**src/rtl/core/mcllm_pkg.sv**
```systemverilog
// ----------------------------------------------------------------------------
// mcllm_pkg
// Types and constants for the multi-channel link-loss monitor.
// ----------------------------------------------------------------------------
package mcllm_pkg;

	// item kinds carried on the input tuser
	typedef enum logic [2:0] {
		MODE_TICK    = 3'd0,
		MODE_RECEIVE = 3'd1,
		MODE_CHECK   = 3'd2,
		MODE_QUERY   = 3'd3,
		MODE_ARM     = 3'd4
	} mode_t;

	// event codes carried on the output tuser
	typedef enum logic [1:0] {
		EV_ONLINE    = 2'd0,
		EV_LOST      = 2'd1,
		EV_RECOVERED = 2'd2
	} event_t;

	// configuration register indexes
	typedef enum logic [1:0] {
		CFG_TMO_LOW   = 2'd0,
		CFG_TMO_HIGH  = 2'd1,
		CFG_LOST_MASK = 2'd2
	} cfg_reg_t;

	// sequencer states
	typedef enum logic [1:0] {
		ST_IDLE,
		ST_SCAN,
		ST_QUERY
	} state_t;

	localparam int unsigned TIME_W = 32;
	localparam int unsigned TMO_W  = 16;
	localparam int unsigned CH_W   = 3;

	// fifty ticks for each of four channels
	localparam logic [63:0] TMO_RESET = 64'h0032_0032_0032_0032;

endpackage

```
**src/rtl/core/multi_channel_link_loss_monitor.sv**
```systemverilog
// Sequencing: tick, receive, arm and unused kinds are handled when accepted; a query
// passes through ST_QUERY and its result is registered; a check scans the channels
// in order, one channel per cycle unless the output stalls, through the shared
// 32-bit subtract and compare unit. No new item is taken while a check or query runs.
// Reset: counter, timestamps and lost flags cleared, timeouts set to 50 ticks,
// arm mask cleared, no result pending.
// ----------------------------------------------------------------------------
// multi_channel_link_loss_monitor
// Per-channel link-loss watchdog with a tick counter, receive stamps, a
// sequential check scan, channel queries and a loadable lost mask.
// ----------------------------------------------------------------------------
module multi_channel_link_loss_monitor
	import mcllm_pkg::*;
#(
	parameter int NUM_CHANNELS = 8
) (
	input  logic        clk,
	input  logic        arst_n,
	// input items
	input  logic        s_tvalid,
	output logic        s_tready,
	input  logic [7:0]  s_tdata,   // [2:0] channel, [7:3] zero
	input  logic [2:0]  s_tuser,   // [2:0] mode
	// result items
	output logic        m_tvalid,
	input  logic        m_tready,
	output logic [7:0]  m_tdata,   // [2:0] channel_res, [3] lost, [7:4] zero
	output logic [1:0]  m_tuser,   // [1:0] event_res
	output logic        m_tlast,
	// configuration writes
	input  logic        cfg_valid,
	output logic        cfg_ready,
	input  logic [1:0]  cfg_index,
	input  logic [63:0] cfg_data
);

	localparam int IDX_W = (NUM_CHANNELS > 1) ? $clog2(NUM_CHANNELS) : 1;
	localparam logic [CH_W:0]   NCH     = (CH_W + 1)'(NUM_CHANNELS);
	localparam logic [CH_W-1:0] LAST_CH = CH_W'(NUM_CHANNELS - 1);

	// state
	state_t                  state_q, state_d;
	logic [TIME_W-1:0]       time_q;
	logic [TIME_W-1:0]       lrt_q [NUM_CHANNELS];
	logic [NUM_CHANNELS-1:0] lost_q;
	logic [63:0]             tmo_low_q, tmo_high_q;
	logic [7:0]              mask_q;
	logic [CH_W-1:0]         scan_q;

	// output register
	logic            out_valid_q;
	logic [CH_W-1:0] out_ch_q;
	logic            out_lost_q;
	event_t          out_ev_q;
	logic            out_last_q;

	// control
	logic            in_acc;
	mode_t           in_mode;
	logic [CH_W-1:0] in_ch;
	logic            adv;
	logic            scan_step, query_step, scan_end;

	assign in_mode = mode_t'(s_tuser);
	assign in_ch   = s_tdata[CH_W-1:0];
	assign in_acc  = s_tvalid && s_tready;
	assign adv     = !out_valid_q || m_tready;

	// next state
	always_comb begin
		state_d = state_q;
		case (state_q)
			ST_IDLE: begin
				if (in_acc && in_mode == MODE_CHECK) state_d = ST_SCAN;
				else if (in_acc && in_mode == MODE_QUERY) state_d = ST_QUERY;
			end
			ST_SCAN: begin
				if (adv && scan_q == LAST_CH) state_d = ST_IDLE;
			end
			ST_QUERY: begin
				if (adv) state_d = ST_IDLE;
			end
			default: state_d = ST_IDLE;
		endcase
	end

	// sequencer outputs
	always_comb begin
		s_tready   = 1'b0;
		scan_step  = 1'b0;
		query_step = 1'b0;
		case (state_q)
			ST_IDLE:  s_tready   = 1'b1;
			ST_SCAN:  scan_step  = adv;
			ST_QUERY: query_step = adv;
			default:  s_tready   = 1'b0;
		endcase
	end

	assign scan_end = scan_q == LAST_CH;

	// shared elapsed-time unit: one subtract and compare per cycle
	logic [TIME_W-1:0] elapsed;
	logic [63:0]       tmo_word;
	logic [TMO_W-1:0]  tmo;
	logic              timed_out;
	logic              cur_lost;
	logic              q_in_range;

	assign elapsed    = time_q - lrt_q[scan_q[IDX_W-1:0]];
	assign tmo_word   = scan_q[2] ? tmo_high_q : tmo_low_q;
	assign tmo        = tmo_word[{scan_q[1:0], 4'b0000} +: TMO_W];
	assign timed_out  = elapsed > {{(TIME_W - TMO_W){1'b0}}, tmo};
	assign cur_lost   = lost_q[scan_q[IDX_W-1:0]];
	assign q_in_range = {1'b0, scan_q} < NCH;

	// sequencer state and channel counter
	always_ff @(posedge clk or negedge arst_n) begin
		if (!arst_n) begin
			state_q <= ST_IDLE;
			scan_q  <= '0;
		end else begin
			state_q <= state_d;
			if (in_acc && in_mode == MODE_CHECK) scan_q <= '0;
			else if (in_acc && in_mode == MODE_QUERY) scan_q <= in_ch;
			else if (scan_step && !scan_end) scan_q <= scan_q + 1'b1;
		end
	end

	// tick counter and receive stamps
	always_ff @(posedge clk or negedge arst_n) begin
		if (!arst_n) begin
			time_q <= '0;
			for (int i = 0; i < NUM_CHANNELS; i++) lrt_q[i] <= '0;
		end else if (in_acc) begin
			if (in_mode == MODE_TICK) time_q <= time_q + 1'b1;
			if (in_mode == MODE_RECEIVE && ({1'b0, in_ch} < NCH))
				lrt_q[in_ch[IDX_W-1:0]] <= time_q;
		end
	end

	// lost flags: updated by the scan, loaded by an arm
	always_ff @(posedge clk or negedge arst_n) begin
		if (!arst_n) begin
			lost_q <= '0;
		end else if (in_acc && in_mode == MODE_ARM) begin
			lost_q <= mask_q[NUM_CHANNELS-1:0];
		end else if (scan_step) begin
			if (timed_out) lost_q[scan_q[IDX_W-1:0]] <= 1'b1;
			else lost_q[scan_q[IDX_W-1:0]] <= 1'b0;
		end
	end

	// configuration registers
	assign cfg_ready = 1'b1;

	always_ff @(posedge clk or negedge arst_n) begin
		if (!arst_n) begin
			tmo_low_q  <= TMO_RESET;
			tmo_high_q <= TMO_RESET;
			mask_q     <= '0;
		end else if (cfg_valid && cfg_ready) begin
			case (cfg_reg_t'(cfg_index))
				CFG_TMO_LOW:   tmo_low_q  <= cfg_data;
				CFG_TMO_HIGH:  tmo_high_q <= cfg_data;
				CFG_LOST_MASK: mask_q     <= cfg_data[7:0];
				default:       mask_q     <= mask_q;
			endcase
		end
	end

	// output register valid
	always_ff @(posedge clk or negedge arst_n) begin
		if (!arst_n) begin
			out_valid_q <= 1'b0;
		end else if (scan_step || query_step) begin
			out_valid_q <= 1'b1;
		end else if (m_tready) begin
			out_valid_q <= 1'b0;
		end
	end

	// output register payload
	always_ff @(posedge clk) begin
		if (scan_step) begin
			out_ch_q   <= scan_q;
			out_lost_q <= timed_out;
			out_last_q <= scan_end;
			if (timed_out) out_ev_q <= EV_LOST;
			else if (cur_lost) out_ev_q <= EV_RECOVERED;
			else out_ev_q <= EV_ONLINE;
		end else if (query_step) begin
			out_ch_q   <= scan_q;
			out_lost_q <= q_in_range ? cur_lost : 1'b0;
			out_last_q <= 1'b1;
			out_ev_q   <= EV_ONLINE;
		end
	end

	assign m_tvalid = out_valid_q;
	assign m_tdata  = {4'b0000, out_lost_q, out_ch_q};
	assign m_tuser  = out_ev_q;
	assign m_tlast  = out_last_q;

	// checks
	a_scan_emits: assert property (@(posedge clk) disable iff (!arst_n)
		scan_step |=> m_tvalid)
		else $error("scan step did not load a result");

	a_scan_bound: assert property (@(posedge clk) disable iff (!arst_n)
		state_q == ST_SCAN |-> scan_q <= LAST_CH)
		else $error("scan counter past last channel");

	a_scan_done: assert property (@(posedge clk) disable iff (!arst_n)
		(scan_step && scan_end) |=> (state_q == ST_IDLE && m_tlast))
		else $error("scan did not finish on last channel");

	a_flags_hold: assert property (@(posedge clk) disable iff (!arst_n)
		(!scan_step && !(in_acc && in_mode == MODE_ARM)) |=> $stable(lost_q))
		else $error("lost flags changed outside scan or arm");

	a_busy_stall: assert property (@(posedge clk) disable iff (!arst_n)
		state_q != ST_IDLE |-> !s_tready)
		else $error("input taken while busy");

endmodule
```
**config.mk**
```make
export PLATFORM = sky130hd
export DESIGN_NAME = multi_channel_link_loss_monitor
export DESIGN_NICKNAME = d
export VERILOG_FILES = /design/src/rtl/core/mcllm_pkg.sv /design/src/rtl/core/multi_channel_link_loss_monitor.sv
export SDC_FILE = /design/constraint.sdc
export NUM_CORES = 1
export LEC_CHECK = 0
export ABC_CLOCK_PERIOD_IN_PS = 8300
export BUFFER_PORTS_ARGS = -buffer_cell sky130_fd_sc_hd__buf_2
export CAP_MARGIN = 25
export CORE_MARGIN = 2
export CORE_UTILIZATION = 35
export CTS_CLUSTER_SIZE = 28
export DETAILED_ROUTE_END_ITERATION = 12
export PLACE_DENSITY = 0.48
export SYNTH_ARGS = -nofsm -noshare
export SYNTH_HDL_FRONTEND = slang
export SYNTH_SLANG_ARGS = --single-unit
```
**constraint.sdc**
```tcl
create_clock -name clk -period 8.3 [get_ports clk]
set_input_delay 1.66 -clock clk [delete_from_list [all_inputs] [get_ports clk]]
set_output_delay 1.66 -clock clk [all_outputs]
set_load 0.005 [all_outputs]
```
; Word level (Yosys, flattened, before mapping)
; Cells that the tools add are included.
; Widths: inputs -> output; s select.
[word_totals]
reg_bits = 445
latch_bits = 0
mem_bits_rw = 0
mem_bits_ro = 0
input_bits = 82
output_inout_bits = 14
wordCells = 109
memories = 0
[classes]
n_addsub = 3
multipliers = 0
n_div = 0
magnitude_cmp = 6
n_eq_ne = 12
shift = 1
n_mux = 37
bitwise = 5
n_reduce_logical = 25
[op_table]
columns = operator, n
row1 = $bwmux 256, 1
row2 = $bmux 32 s3, 1
row3 = $demux 32 s3, 1
row4 = $mux 32, 3
row5 = $mux 64, 1
row6 = $shiftx 64x7->16, 1
row7 = $add 32x1->32 const B, 1
row8 = $gt 32x16->1, 1
row9 = $sub 32x32->32, 1
row10 = $mux 8, 3
row11 = $mux 2, 8
row12 = $mux 3, 5
row13 = $mux 1, 11
row14 = $reduce_and 2->1, 5
row15 = $and 8x8->8, 1
row16 = $ge 4x4->1 const B, 2
row17 = $logic_and 1x1->1, 8
row18 = $not 3->4, 2
row19 = $not 8->8, 1
row20 = $or 8x8->8, 1
row21 = $eq 3x2->1 const B, 2
row22 = $eq 3x3->1 const B, 2
row23 = $pmux 2 s3, 1
row24 = $reduce_bool 2->1, 3
row25 = other kinds (17), 23

; Depth between registers and ports, before layout
; Gate-level depths: netlist of run 1.
[logic_depth]
word_depth = 9
ltp_mapped = 27
mapped_depth_nobuf = 23

; Worst setup path before layout of run 1
; No wires, ideal clock.
[synth_path]
kind = flip-flop to flip-flop
start = reg scan_q[1]
end = reg out_lost_q, data pin
setup_time_ps = 256
arrival_ps = 5673
required_time_ps = 8044
slack_ps = 2371
path_stages_with_launch = 25
path_buffers = 4
period_less_slack_ps = 5929
path_cell_list = dfrtp_1 > clkbuf_1 > inv_1 > clkbuf_1 > nor3b_1 > clkbuf_1 > a22oi_1 > and4_1 > ha_1 > o2111a_1 > or2_2 > and3_1 > nor2b_1 > o21bai_1 > a21oi_1 > xnor2_1 > ha_1 > nand4_1 > or4_1 > o31a_2 > a2111oi_4 > nand4_1 > nor4_2 > buf_6 > a21oi_2
[synth_via]
elab_chain_cells = 7
word_cells_on_any_way = 11
classes_between = add/sub (1) / order compare (1) / shift (1) / mux (7) / bitwise (1)
[synth_lines]
columns = element, line_no
row1 = start: declaration, multi_channel_link_loss_monitor.sv:48  ; logic [CH_W-1:0] scan_q;
row2 = start signal: assignment, multi_channel_link_loss_monitor.sv:125  ; else if (in_acc && in_mode == MODE_QUERY) scan_q <= in_ch;
row3 = start signal: assignment, multi_channel_link_loss_monitor.sv:126  ; else if (scan_step && !scan_end) scan_q <= scan_q + 1'b1;
row4 = $not 3->4 (not written as such), multi_channel_link_loss_monitor.sv:110  ; assign elapsed = time_q - lrt_q[scan_q[IDX_W-1:0]];
row5 = $bmux 32 s3, multi_channel_link_loss_monitor.sv:110
row6 = $mux 32 (not written as such) (2 in series), multi_channel_link_loss_monitor.sv:110
row7 = $sub 32x32->32, multi_channel_link_loss_monitor.sv:110
row8 = $gt 32x16->1, multi_channel_link_loss_monitor.sv:113  ; assign timed_out = elapsed > {{(TIME_W - TMO_W){1'b0}}, tmo};
row9 = $mux 1 *, multi_channel_link_loss_monitor.sv:185  ; if (scan_step) begin
row10 = end signal: assignment, multi_channel_link_loss_monitor.sv:187  ; out_lost_q <= timed_out;
row11 = end signal: assignment, multi_channel_link_loss_monitor.sv:194  ; out_lost_q <= q_in_range ? cur_lost : 1'b0;
row12 = end: declaration, multi_channel_link_loss_monitor.sv:53  ; logic out_lost_q;
; Every way passes the cells marked *; elsewhere a longest branch is shown, timed or not. The select of a mux whose other input is x is not followed.
; A chain may end at the register's enable or synchronous reset.

==> results of run 1 <==
-- routing by layer --
| layer | up-vias | track usage |
|---|---|---|
| met3 | 82 | 0.0320 |
| li1 | 6383 | - |
| met5 | - | 0 |
| met1 | 7294 | 0.232 |
| met4 | 16 | 0.0448 |
| met2 | 187 | 0.312 |
-- registers in the layout, summed over array words and instances, names as in the netlist, named ones only --
register    count
lrt_q         256
state_q         2
tmo_low_q      64
m_tvalid        1
scan_q          3
out_ch_q        3
out_lost_q      1
time_q         32
m_tuser         2
m_tlast         1
tmo_high_q     64
mask_q          8
-- synth_stat cells (3+ instances only) --
cell type and instances:
a31oi_1 5, or3_1 3, nand3_1 21, a21oi_1 58
mux4_2 32, nor2_1 45, nor3b_1 8, a21o_1 6
or3_2 3, o21ai_2 10, clkbuf_8 8, nand4_1 17
a22oi_1 125, nand2_1 94, nor4_1 3, or2_2 3
dfstp_2 24, o211ai_1 7, o21ai_0 42, xnor2_1 30
a21oi_2 3, nor2b_1 6, mux2i_1 21, inv_1 15
and4_1 31, clkbuf_1 94, buf_1 13, xor2_1 26
nor3_1 7, a221oi_1 3, o21ai_1 3, nand2b_1 11
buf_4 6, and3_1 7, a211oi_1 4, dfrtp_1 414
edfxtp_1 7, o21a_1 4, mux2_2 372, o21bai_1 3
nand3b_1 5, ha_1 52, and2_1 5, buf_2 4
-- critical path: stages (launching register included) --
cell and delay [ns]:
dfrtp_2 0.53, nand2_1 0.19, nor2_4 0.69, a22oi_1 0.13
and4_1 0.26, ha_1 0.27, nor2b_1 0.15, o2111a_1 0.28
or2_2 0.32, and3_1 0.19, nor2b_1 0.20, o21bai_1 0.10
a21oi_1 0.19, xnor2_1 0.21, ha_1 0.31, nand4_1 0.10
nor2_1 0.05, a221oi_1 0.29, or3b_1 0.38, o31a_2 0.17
a2111oi_4 0.30, nand4_1 0.20, nor4_4 0.76, buf_4 0.26
o21ai_2 0.06
-- final cells by class --
cell class | count | area share
clock inverters | 13 | 0.00648
flip-flops and latches | 445 | 0.457
inverters | 15 | 0.00230
clock buffers | 78 | 0.0602
repair buffers | 120 | 0.0290
multi-input cells | 1112 | 0.405
diodes | 2 | 0.000204
well taps | 790 | 0.0403
-- cells by family after synthesis --
family	Yosys count	synth area share
other	2	0.000346
XOR/XNOR	56	0.0226
flip-flops	445	0.517
AND/OR/NAND/NOR	281	0.0701
adder cells (fa/ha/maj)	53	0.0309
buffers and inverters	142	0.0301
AO/OA/AOI/OAI	292	0.0930
multiplexers	425	0.236
-- where the power goes --
part	switching, mW	internal (mW)
Sequential	0.142	2.42
Clock	0.908	1.29
Combinational	1.39	0.935
Total	2.44	4.64
-- final timing paths --
| check | start | end | slack, ns | depth (start not counted) |
|---|---|---|---|---|
| min in group asynchronous | arst_n | lrt_q[49]$_DFFE_PN0P_ | 1.07 | 1 |
| max in group asynchronous | arst_n | scan_q[0]$_DFFE_PN0P_ | 5.75 | 2 |
| worst max-delay path | scan_q[2]$_DFFE_PN0P_ | register | 1.59 | 24 |
| worst min-delay path | lrt_q[152]$_DFFE_PN0P_ | lrt_q[152]$_DFFE_PN0P_ | 0.48 | 2 |
| worst min register to register | lrt_q[152]$_DFFE_PN0P_ | lrt_q[152]$_DFFE_PN0P_ | 0.48 | 2 |
| worst max register to register | scan_q[2]$_DFFE_PN0P_ | register | 1.59 | 24 |
==> metrics.txt, run 1 <==
status=finished, final reports clean; Req. time, crit path=around 8.8 ns; PD cells=289 mW/mm2; Top FF cell, synth=dfrtp_1; final net count=~1.9k; DR vias/cell=5.42; sequential area share after synthesis=0.517; Max-slew headroom=0.321; DRT met1 WL=~25,000 um; Max Clock Freq=149 MHz; most area-hungry cell type in the Yosys netlist=dfrtp_1; initial antenna violation count=9; global-route wire length before repair=88,400 um; PostCTS Resize Cnt=0; row cnt=91; CORE AREA=0.0615 mm2; Top Layer Used=met5; Max Root-Sink Buffers=3; layout cells sized above 1=0.376; fin. max-slew vios=0; share of the synthesized area in the top cell type=0.478; # hold bufs at CTS=0; final hold vios=0; Initial Util=0.353; Storage cell area=between 0.01 and 0.015 mm2; Placed Cells=between 2k and 2.5k; Pre-antenna DRT Iters=5; Clock Sink Count=445; Worst EP arrival=slightly above 7 ns; final cell count without fillers=2,575; die width=253 um; routed wl met3=about 2100 um; Worst setup SP type=register; post-CTS setup buffer count=0; Synth cell types=76; post-place instance area=0.0229 mm2; Setup Crit Path Kind=reg2reg; Syn Area/Cell=12.8 um2; final instance area=0.0245 mm2; RSZ-0062 raised after global routing=false; IO Pins=96; CP endpoint kind=register; number of flops mapped to enable cells by yosys=7; endpoints failing setup=0; fin crit period=6.71 ns; CTS root buf=clkbuf_16; largest net degree at the start of global routing=about 170; H-tree level count=2; I/O Buffers=85; fin util=0.399; Post-Syn Instances=1,696; Multi-input gate area=a little under 0.01 mm2; Layout area overhead=13.2%; Peak VDD IR=~0.18 mV; Setup Total Neg Slack=0 ns; Post-DP HPWL=35,400 um; commonest non-fill, non-tap cells in the layout=412 x dfrtp_1, 372 x mux2_2, 125 x a22oi_1; Hold Path Class=reg2reg; cell area after synthesis=0.0217 mm2; final setup margin=1.59 ns; Clk pin slew, worst setup/hold paths=around 0.060 ns; Residual DRC=0; critical path peak fanout=20; ys async rst share=0.984; die height=253 um; fin crit share=0.808; TritonCTS Buffers=50; Max Cap Violations=0; Routability Congestion=0.855; CTS tree=yes; Overall Power=7.08 mW; met2 WL=28,300 um; via count=14.0k; most common cell after layout, fill and taps aside=dfrtp_1; #FFs+latches synth=445; GRT Total Usage=0.180; skew final=0.0251 ns; Fillers=5,898; Yosys Warn Count=0; Worst Tran Pin Value=1.02 ns; Clock Latency Late Sink=0.61 ns; vias in the first global route=14.8k; Initial DRC Count=between 700 and 800; WL per Instance=22.0 um; largest cells by area after synthesis=dfrtp_1 48%, mux2_2 19%, a22oi_1 4.3%; Fin Hold WS=0.479 ns; final WL=56,600 um; antenna viol nets, final=0; P_leak=11.0 nW; Die ar.=0.0639 mm2; GR Overflow Total=0; dpl ws=1.60 ns
Power figures use the tool's default switching activity.
==> run 2, diff against run 1 <==
--- a/config.mk
+++ b/config.mk
@@ -5,7 +5,8 @@
 export SDC_FILE = /design/constraint.sdc
 export NUM_CORES = 1
 export LEC_CHECK = 0
-export ABC_CLOCK_PERIOD_IN_PS = 8300
+export ABC_AREA = 1
+export ABC_CLOCK_PERIOD_IN_PS = 7000
 export BUFFER_PORTS_ARGS = -buffer_cell sky130_fd_sc_hd__buf_2
 export CAP_MARGIN = 25
 export CORE_MARGIN = 2
==> constraint.sdc (replaced) <==
create_clock -name clk -period 7 [get_ports clk]
set_input_delay 1.4 -clock clk [delete_from_list [all_inputs] [get_ports clk]]
set_output_delay 1.4 -clock clk [all_outputs]
set_load 0.005 [all_outputs]
==> run 2 against run 1 <==
First-iteration DRC count increased by 110%. Design area is 3.6% higher. Maximum frequency increased by 11%. Largest cell class unchanged. Die area up 2.8%.
==> metrics.txt, run 2 <==
CP delay by family, top=simple AND/OR/NAND/NOR gates; largest net degree at the start of global routing=between 150 and 200; most common cell after layout, fill and taps aside=nand2_1; post-CTS setup buffer count=0; WP buf/inv=5; largest cells by area after synthesis=dfrtp_1 46%, nand2_1 14%, o21ai_0 11%; global-route wire length before repair=approximately 110,000 um; final setup margin=0.970 ns; I/O Buffers=85; P_leak=approximately 12 nW; number of flops mapped to enable cells by yosys=7; CP max-delay cell=nor2_1; Layout area overhead=14.0%; CTS tree=yes; Max Clock Freq=around 170 MHz; sequential area share after synthesis=0.502; met1 Use GR=0.298; Placed Cells=~3.6k; ys async rst share=0.984; Biggest register=lrt_q; WL per Instance=18.4 um; Hold Path Class=reg2reg; Clock Sink Count=445; Fillers=6,433; Worst setup SP type=register; Max-slew headroom=0.367; Syn Area/Cell=about 8 um2; antenna viol nets, final=0; Hold Crit Start=tmo_high_q[6]$_DFFE_PN0P_; dpl ws=approximately 0.94 ns; fin crit share=0.861; Initial Util=0.354; Pre-antenna DRT Iters=7; final WL=68,000 um; Worst Tran Pin Value=0.946 ns; share of the synthesized area in the top cell type=0.465; H-tree level count=2; CTS root buf=clkbuf_16; gr busiest metal=met2; Peak VDD IR=0.245 mV; Max Cap Violations=0; fin crit period=6.03 ns; Clk pin slew, worst setup/hold paths=0.06 ns; critical path peak fanout=11; IO Pins=96; hold path depth=2; Die ar.=approximately 0.066 mm2; die height=256 um; via count=18.8k; initial antenna violation count=4; Multi-input gate area=~0.0093 mm2; #FFs+latches synth=445; Top FF cell, synth=dfrtp_1; GRT Total Usage=0.209; reg2reg setup slack=0.97 ns; Largest register FFs=~260; commonest cells in the netlist=804 x nand2_1, 479 x o21ai_0, 414 x dfrtp_1; Storage cell area=0.0112 mm2; PostCTS Resize Cnt=0; startpoint of the worst register-to-register path=scan_q[2]$_DFFE_PN0P_; Yosys Warn Count=0; TritonCTS Buffers=52; Overall Power=9.67 mW; Post-Syn Instances=2,772; row cnt=92; die width=roughly 260 um; commonest non-fill, non-tap cells in the layout=804 x nand2_1, 479 x o21ai_0, 413 x dfrtp_1; final net count=2,946; layout cells sized above 1=0.0929; cell area after synthesis=0.0223 mm2; Max Root-Sink Buffers=3; Req. time, crit path=about 7.5 ns; met3 Use GR=0.0322; Clock Latency Late Sink=0.60 ns; Worst Reg-to-Reg Cells=32; CORE AREA=0.0630 mm2; Post-DP HPWL=44,100 um; fin. max-slew vios=0; Setup Crit Path Kind=reg2reg; Residual DRC=0; Synth cell types=46; vias in the first global route=18.5k; RSZ-0062 raised after global routing=false; most area-hungry cell type in the Yosys netlist=dfrtp_1; CP most frequent cell=nand2_1; Setup Total Neg Slack=0 ns; grt met2 use=0.330; Routability Congestion=0.917; DR vias/cell=5.09; endpoints failing setup=0; PD cells=between 300 and 400 mW/mm2; skew final=0.0302 ns; Hold EP=tmo_high_q[6]$_DFFE_PN0P_; delay of the slowest critical-path stage=0.74 ns; Worst EP arrival=approximately 6.5 ns; GR Overflow Total=0; CP endpoint kind=register; # hold bufs at CTS=0; biggest regs=lrt_q x256, tmo_high_q x64, tmo_low_q x64; count leader, synth=nand2_1; final cell count without fillers=around 3.7k; Initial DRC Count=about 1.5k; status=finished, final reports clean; final hold vios=0
## run 2: cells by family (layout without fill, tap and decap cells)
family,count (synthesis),after routing,synth area share
AND/OR/NAND/NOR,1117,1117,0.206
AO/OA/AOI/OAI,644,644,0.162
buffers and inverters,467,546,0.0812
flip-flops,445,445,0.502
adder cells (fa/ha/maj),53,53,0.0301
XOR/XNOR,44,44,0.0173
other,2,6,0.000337
## run 2: per-stage QoR
step           utilization  hold slack (ns)  instance area (um2)
5_1_grt              0.404            0.500                25400
3_3_place_gp         0.374            0.462                23600
2_1_floorplan            -            0.448                22300
6_report             0.404            0.481                25400
3_5_place_dp         0.375            0.469                23600
4_1_cts              0.403            0.484                25400
## run 2: worst max-delay path by stage
stage,startpoint,to,cells past startpoint
2_1_floorplan,scan_q[0]$_DFFE_PN0P_,out_lost_q$_DFFE_PP_,30
3_3_place_gp,scan_q[2]$_DFFE_PN0P_,register,32
3_5_place_dp,scan_q[2]$_DFFE_PN0P_,register,32
4_1_cts,scan_q[2]$_DFFE_PN0P_,register,32
5_1_grt,scan_q[2]$_DFFE_PN0P_,register,32
6_report,scan_q[2]$_DFFE_PN0P_,register,32
## run 2: power breakdown
group	internal, mW	switching [mW]	total (mW)
sequential	3.02	0.228	3.25
combinational	1.16	2.52	3.68
clock	1.65	1.09	2.74
## run 2: area by class of cell
cell class / instances / share of cell area
well taps: 846 / 0.0417
flip-flops and latches: 445 / 0.441
clock inverters: 12 / 0.00443
diodes: 1 / 0.0000985
clock buffers: 85 / 0.0652
inverters: 325 / 0.0480
repair buffers: 124 / 0.0320
multi-input cells: 1863 / 0.368
## run 2: tightest hold or removal path, stage by stage (launching register included)
cell	delay, ns
dfrtp_1	0.33
nand2_1	0.05
o21ai_0	0.06
## run 2: per-layer routing
metal | wire length (um) | up-vias
met2 | 31100 | 492
met3 | 3720 | 86
met5 | 0 | -
li1 | - | 9121
met1 | 31800 | 9124
met4 | 1360 | 0
==> run 3, diff against run 2 <==
--- a/config.mk
+++ b/config.mk
@@ -6,7 +6,7 @@
 export NUM_CORES = 1
 export LEC_CHECK = 0
 export ABC_AREA = 1
-export ABC_CLOCK_PERIOD_IN_PS = 7000
+export ABC_CLOCK_PERIOD_IN_PS = 6200
 export BUFFER_PORTS_ARGS = -buffer_cell sky130_fd_sc_hd__buf_2
 export CAP_MARGIN = 25
 export CORE_MARGIN = 2
==> constraint.sdc (replaced) <==
create_clock -name clk -period 6.2 [get_ports clk]
set_input_delay 1.24 -clock clk [delete_from_list [all_inputs] [get_ports clk]]
set_output_delay 1.24 -clock clk [all_outputs]
set_load 0.005 [all_outputs]
==> run 3 against run 2 <==
Maximum frequency rose by 7.4%. Critical path type unchanged. First-iteration DRC count is 5.8% lower. Die area stayed put. Critical path depth down 3. Sequential cell count unchanged. Global-route usage down 0.31 points. Sequential power increased by 14%. Clock skew up 0.0032 ns. Core utilization is 0.068 points lower. Non-clock buffer count down 3. Register-to-register slack got worse by 0.39 ns. Via count decreased by 1.1%. Largest cell class unchanged.
==> metrics.txt, run 3 (synthesis results as in run 2) <==
status=finished, final reports clean; Hold Crit Start=tmo_high_q[11]$_DFFE_PN0P_; H-tree level count=2; Initial DRC Count=1,372; Biggest register=lrt_q; DR vias/cell=5.03; Setup Total Neg Slack=0 ns; TritonCTS Buffers=52; RSZ-0062 raised after global routing=false; delay of the slowest critical-path stage=approximately 0.6 ns; fin crit period=5.62 ns; Setup Crit Path Kind=reg2reg; Clock Latency Late Sink=0.60 ns; critical path peak fanout=19; post-place instance area=0.0237 mm2; CP most frequent cell=nand2_1; via count=18.6k; final hold vios=0; CTS tree=yes; largest net degree at the start of global routing=152; Initial Util=0.354; CORE AREA=around 0.063 mm2; final instance area=0.0254 mm2; CP endpoint kind=register; Post-DP HPWL=43,400 um; PostCTS Resize Cnt=0; Clock Sink Count=445; commonest non-fill, non-tap cells in the layout=804 x nand2_1, 479 x o21ai_0, 413 x dfrtp_1; GRT Total Usage=0.205; CP max-delay cell=dfrtp_1; reg2reg setup slack=slightly below 0.6 ns; Max-slew headroom=0.400; die height=256 um; final net count=2,943; Largest register FFs=256; WL per Instance=roughly 18 um; CP delay by family, top=simple AND/OR/NAND/NOR gates; die width=~260 um; # hold bufs at CTS=0; Worst setup SP type=register; Routability Congestion=0.877; Pre-antenna DRT Iters=6; Hold Path Class=reg2reg; Peak VDD IR=around 0.26 mV; biggest regs=lrt_q x256, tmo_high_q x64, tmo_low_q x64; Max Clock Freq=178 MHz; post-CTS setup buffer count=0; initial antenna violation count=0; layout cells sized above 1=0.0878; hold path depth=2; endpoints failing setup=0; vias in the first global route=18.5k; Worst EP arrival=a little under 6 ns; Max Cap Violations=0; Fillers=6,527; Worst Reg-to-Reg Cells=29; global-route wire length before repair=~110,000 um; final WL=between 60,000 and 70,000 um; I/O Buffers=85; Req. time, crit path=6.55 ns; fin. max-slew vios=0; GR Overflow Total=0; Hold EP=tmo_high_q[11]$_DFFE_PN0P_; row cnt=92; antenna viol nets, final=0; CTS root buf=clkbuf_16; startpoint of the worst register-to-register path=scan_q[0]$_DFFE_PN0P_; fin crit share=0.906; Residual DRC=0; Worst Tran Pin Value=about 0.9 ns; Overall Power=10.8 mW; P_leak=12.3 nW; WP buf/inv=4; PD cells=about 430 mW/mm2; skew final=around 0.033 ns; Clk pin slew, worst setup/hold paths=0.06 ns; Layout area overhead=13.8%; most common cell after layout, fill and taps aside=nand2_1; Die ar.=between 0.06 and 0.07 mm2; IO Pins=96; Max Root-Sink Buffers=3; reg2reg end=out_lost_q$_DFFE_PP_
run 3: changes by cell type in the layout (fill, tap and decap cells not counted), sizes merged:
cell      delta
clkinv       -3
clkinvlp     +1
diode        +3
clkbuf       -1
bufinv       +1
buf          -3
run 3: worst max-delay path by stage:
| stage | to | cells past startpoint | start | slack, ns |
|---|---|---|---|---|
| 2_1_floorplan | out_lost_q$_DFFE_PP_ | 30 | scan_q[0]$_DFFE_PN0P_ | 2.02 |
| 3_3_place_gp | out_lost_q$_DFFE_PP_ | 29 | scan_q[0]$_DFFE_PN0P_ | 0.63 |
| 3_5_place_dp | out_lost_q$_DFFE_PP_ | 33 | scan_q[0]$_DFFE_PN0P_ | 0.62 |
| 4_1_cts | out_lost_q$_DFFE_PP_ | 33 | scan_q[0]$_DFFE_PN0P_ | 0.58 |
| 5_1_grt | out_lost_q$_DFFE_PP_ | 30 | scan_q[0]$_DFFE_PN0P_ | 0.02 |
| 6_report | out_lost_q$_DFFE_PP_ | 29 | scan_q[0]$_DFFE_PN0P_ | 0.58 |
run 3: final cells by class:
class,count,area (um2),area share
inverters,325,1220,0.0481
clock inverters,11,144,0.00567
flip-flops and latches,445,11200,0.442
well taps,846,1060,0.0417
diodes,4,10.0,0.000395
multi-input cells,1863,9350,0.368
repair buffers,121,846,0.0333
clock buffers,84,1540,0.0608
run 3: per-stage QoR:
| stage | setup WS (ns) | instances | hold WS (ns) | util |
|---|---|---|---|---|
| after detailed placement | 0.618 | 3600 | 0.469 | 0.376 |
| after global routing | 0.0233 | 3695 | 0.499 | 0.403 |
| after global placement | 0.634 | 3597 | 0.462 | 0.375 |
| final | 0.584 | 3699 | 0.478 | 0.403 |
| after floorplan | 2.02 | 2775 | 0.448 | - |
| after CTS | 0.581 | 3695 | 0.482 | 0.403 |
run 3: worst register-to-register path, delay by kind of cell (launching register included):
family                     cells  cell delay, ns
adders and majority gates      2            0.66
AOI/OAI and AO/OA              2            0.27
buffers and inverters          4            0.82
DFF                            1            0.61
xor gates and xnor gates       1            0.21
and+or+nand+nor               20            2.81
run 3: power by group:
group          leakage (nW)  switching [mW]  total, mW  internal (mW)
Clock                 0.818            1.23       3.01           1.78
Sequential             5.72           0.279       3.69           3.41
Combinational          5.80            2.74       4.08           1.33
run 3: routing by layer:
metal,global-route usage,part of all wire
met5,0,0
met4,0.0554,0.022
met3,0.0292,0.047
met2,0.335,0.46
met1,0.285,0.47
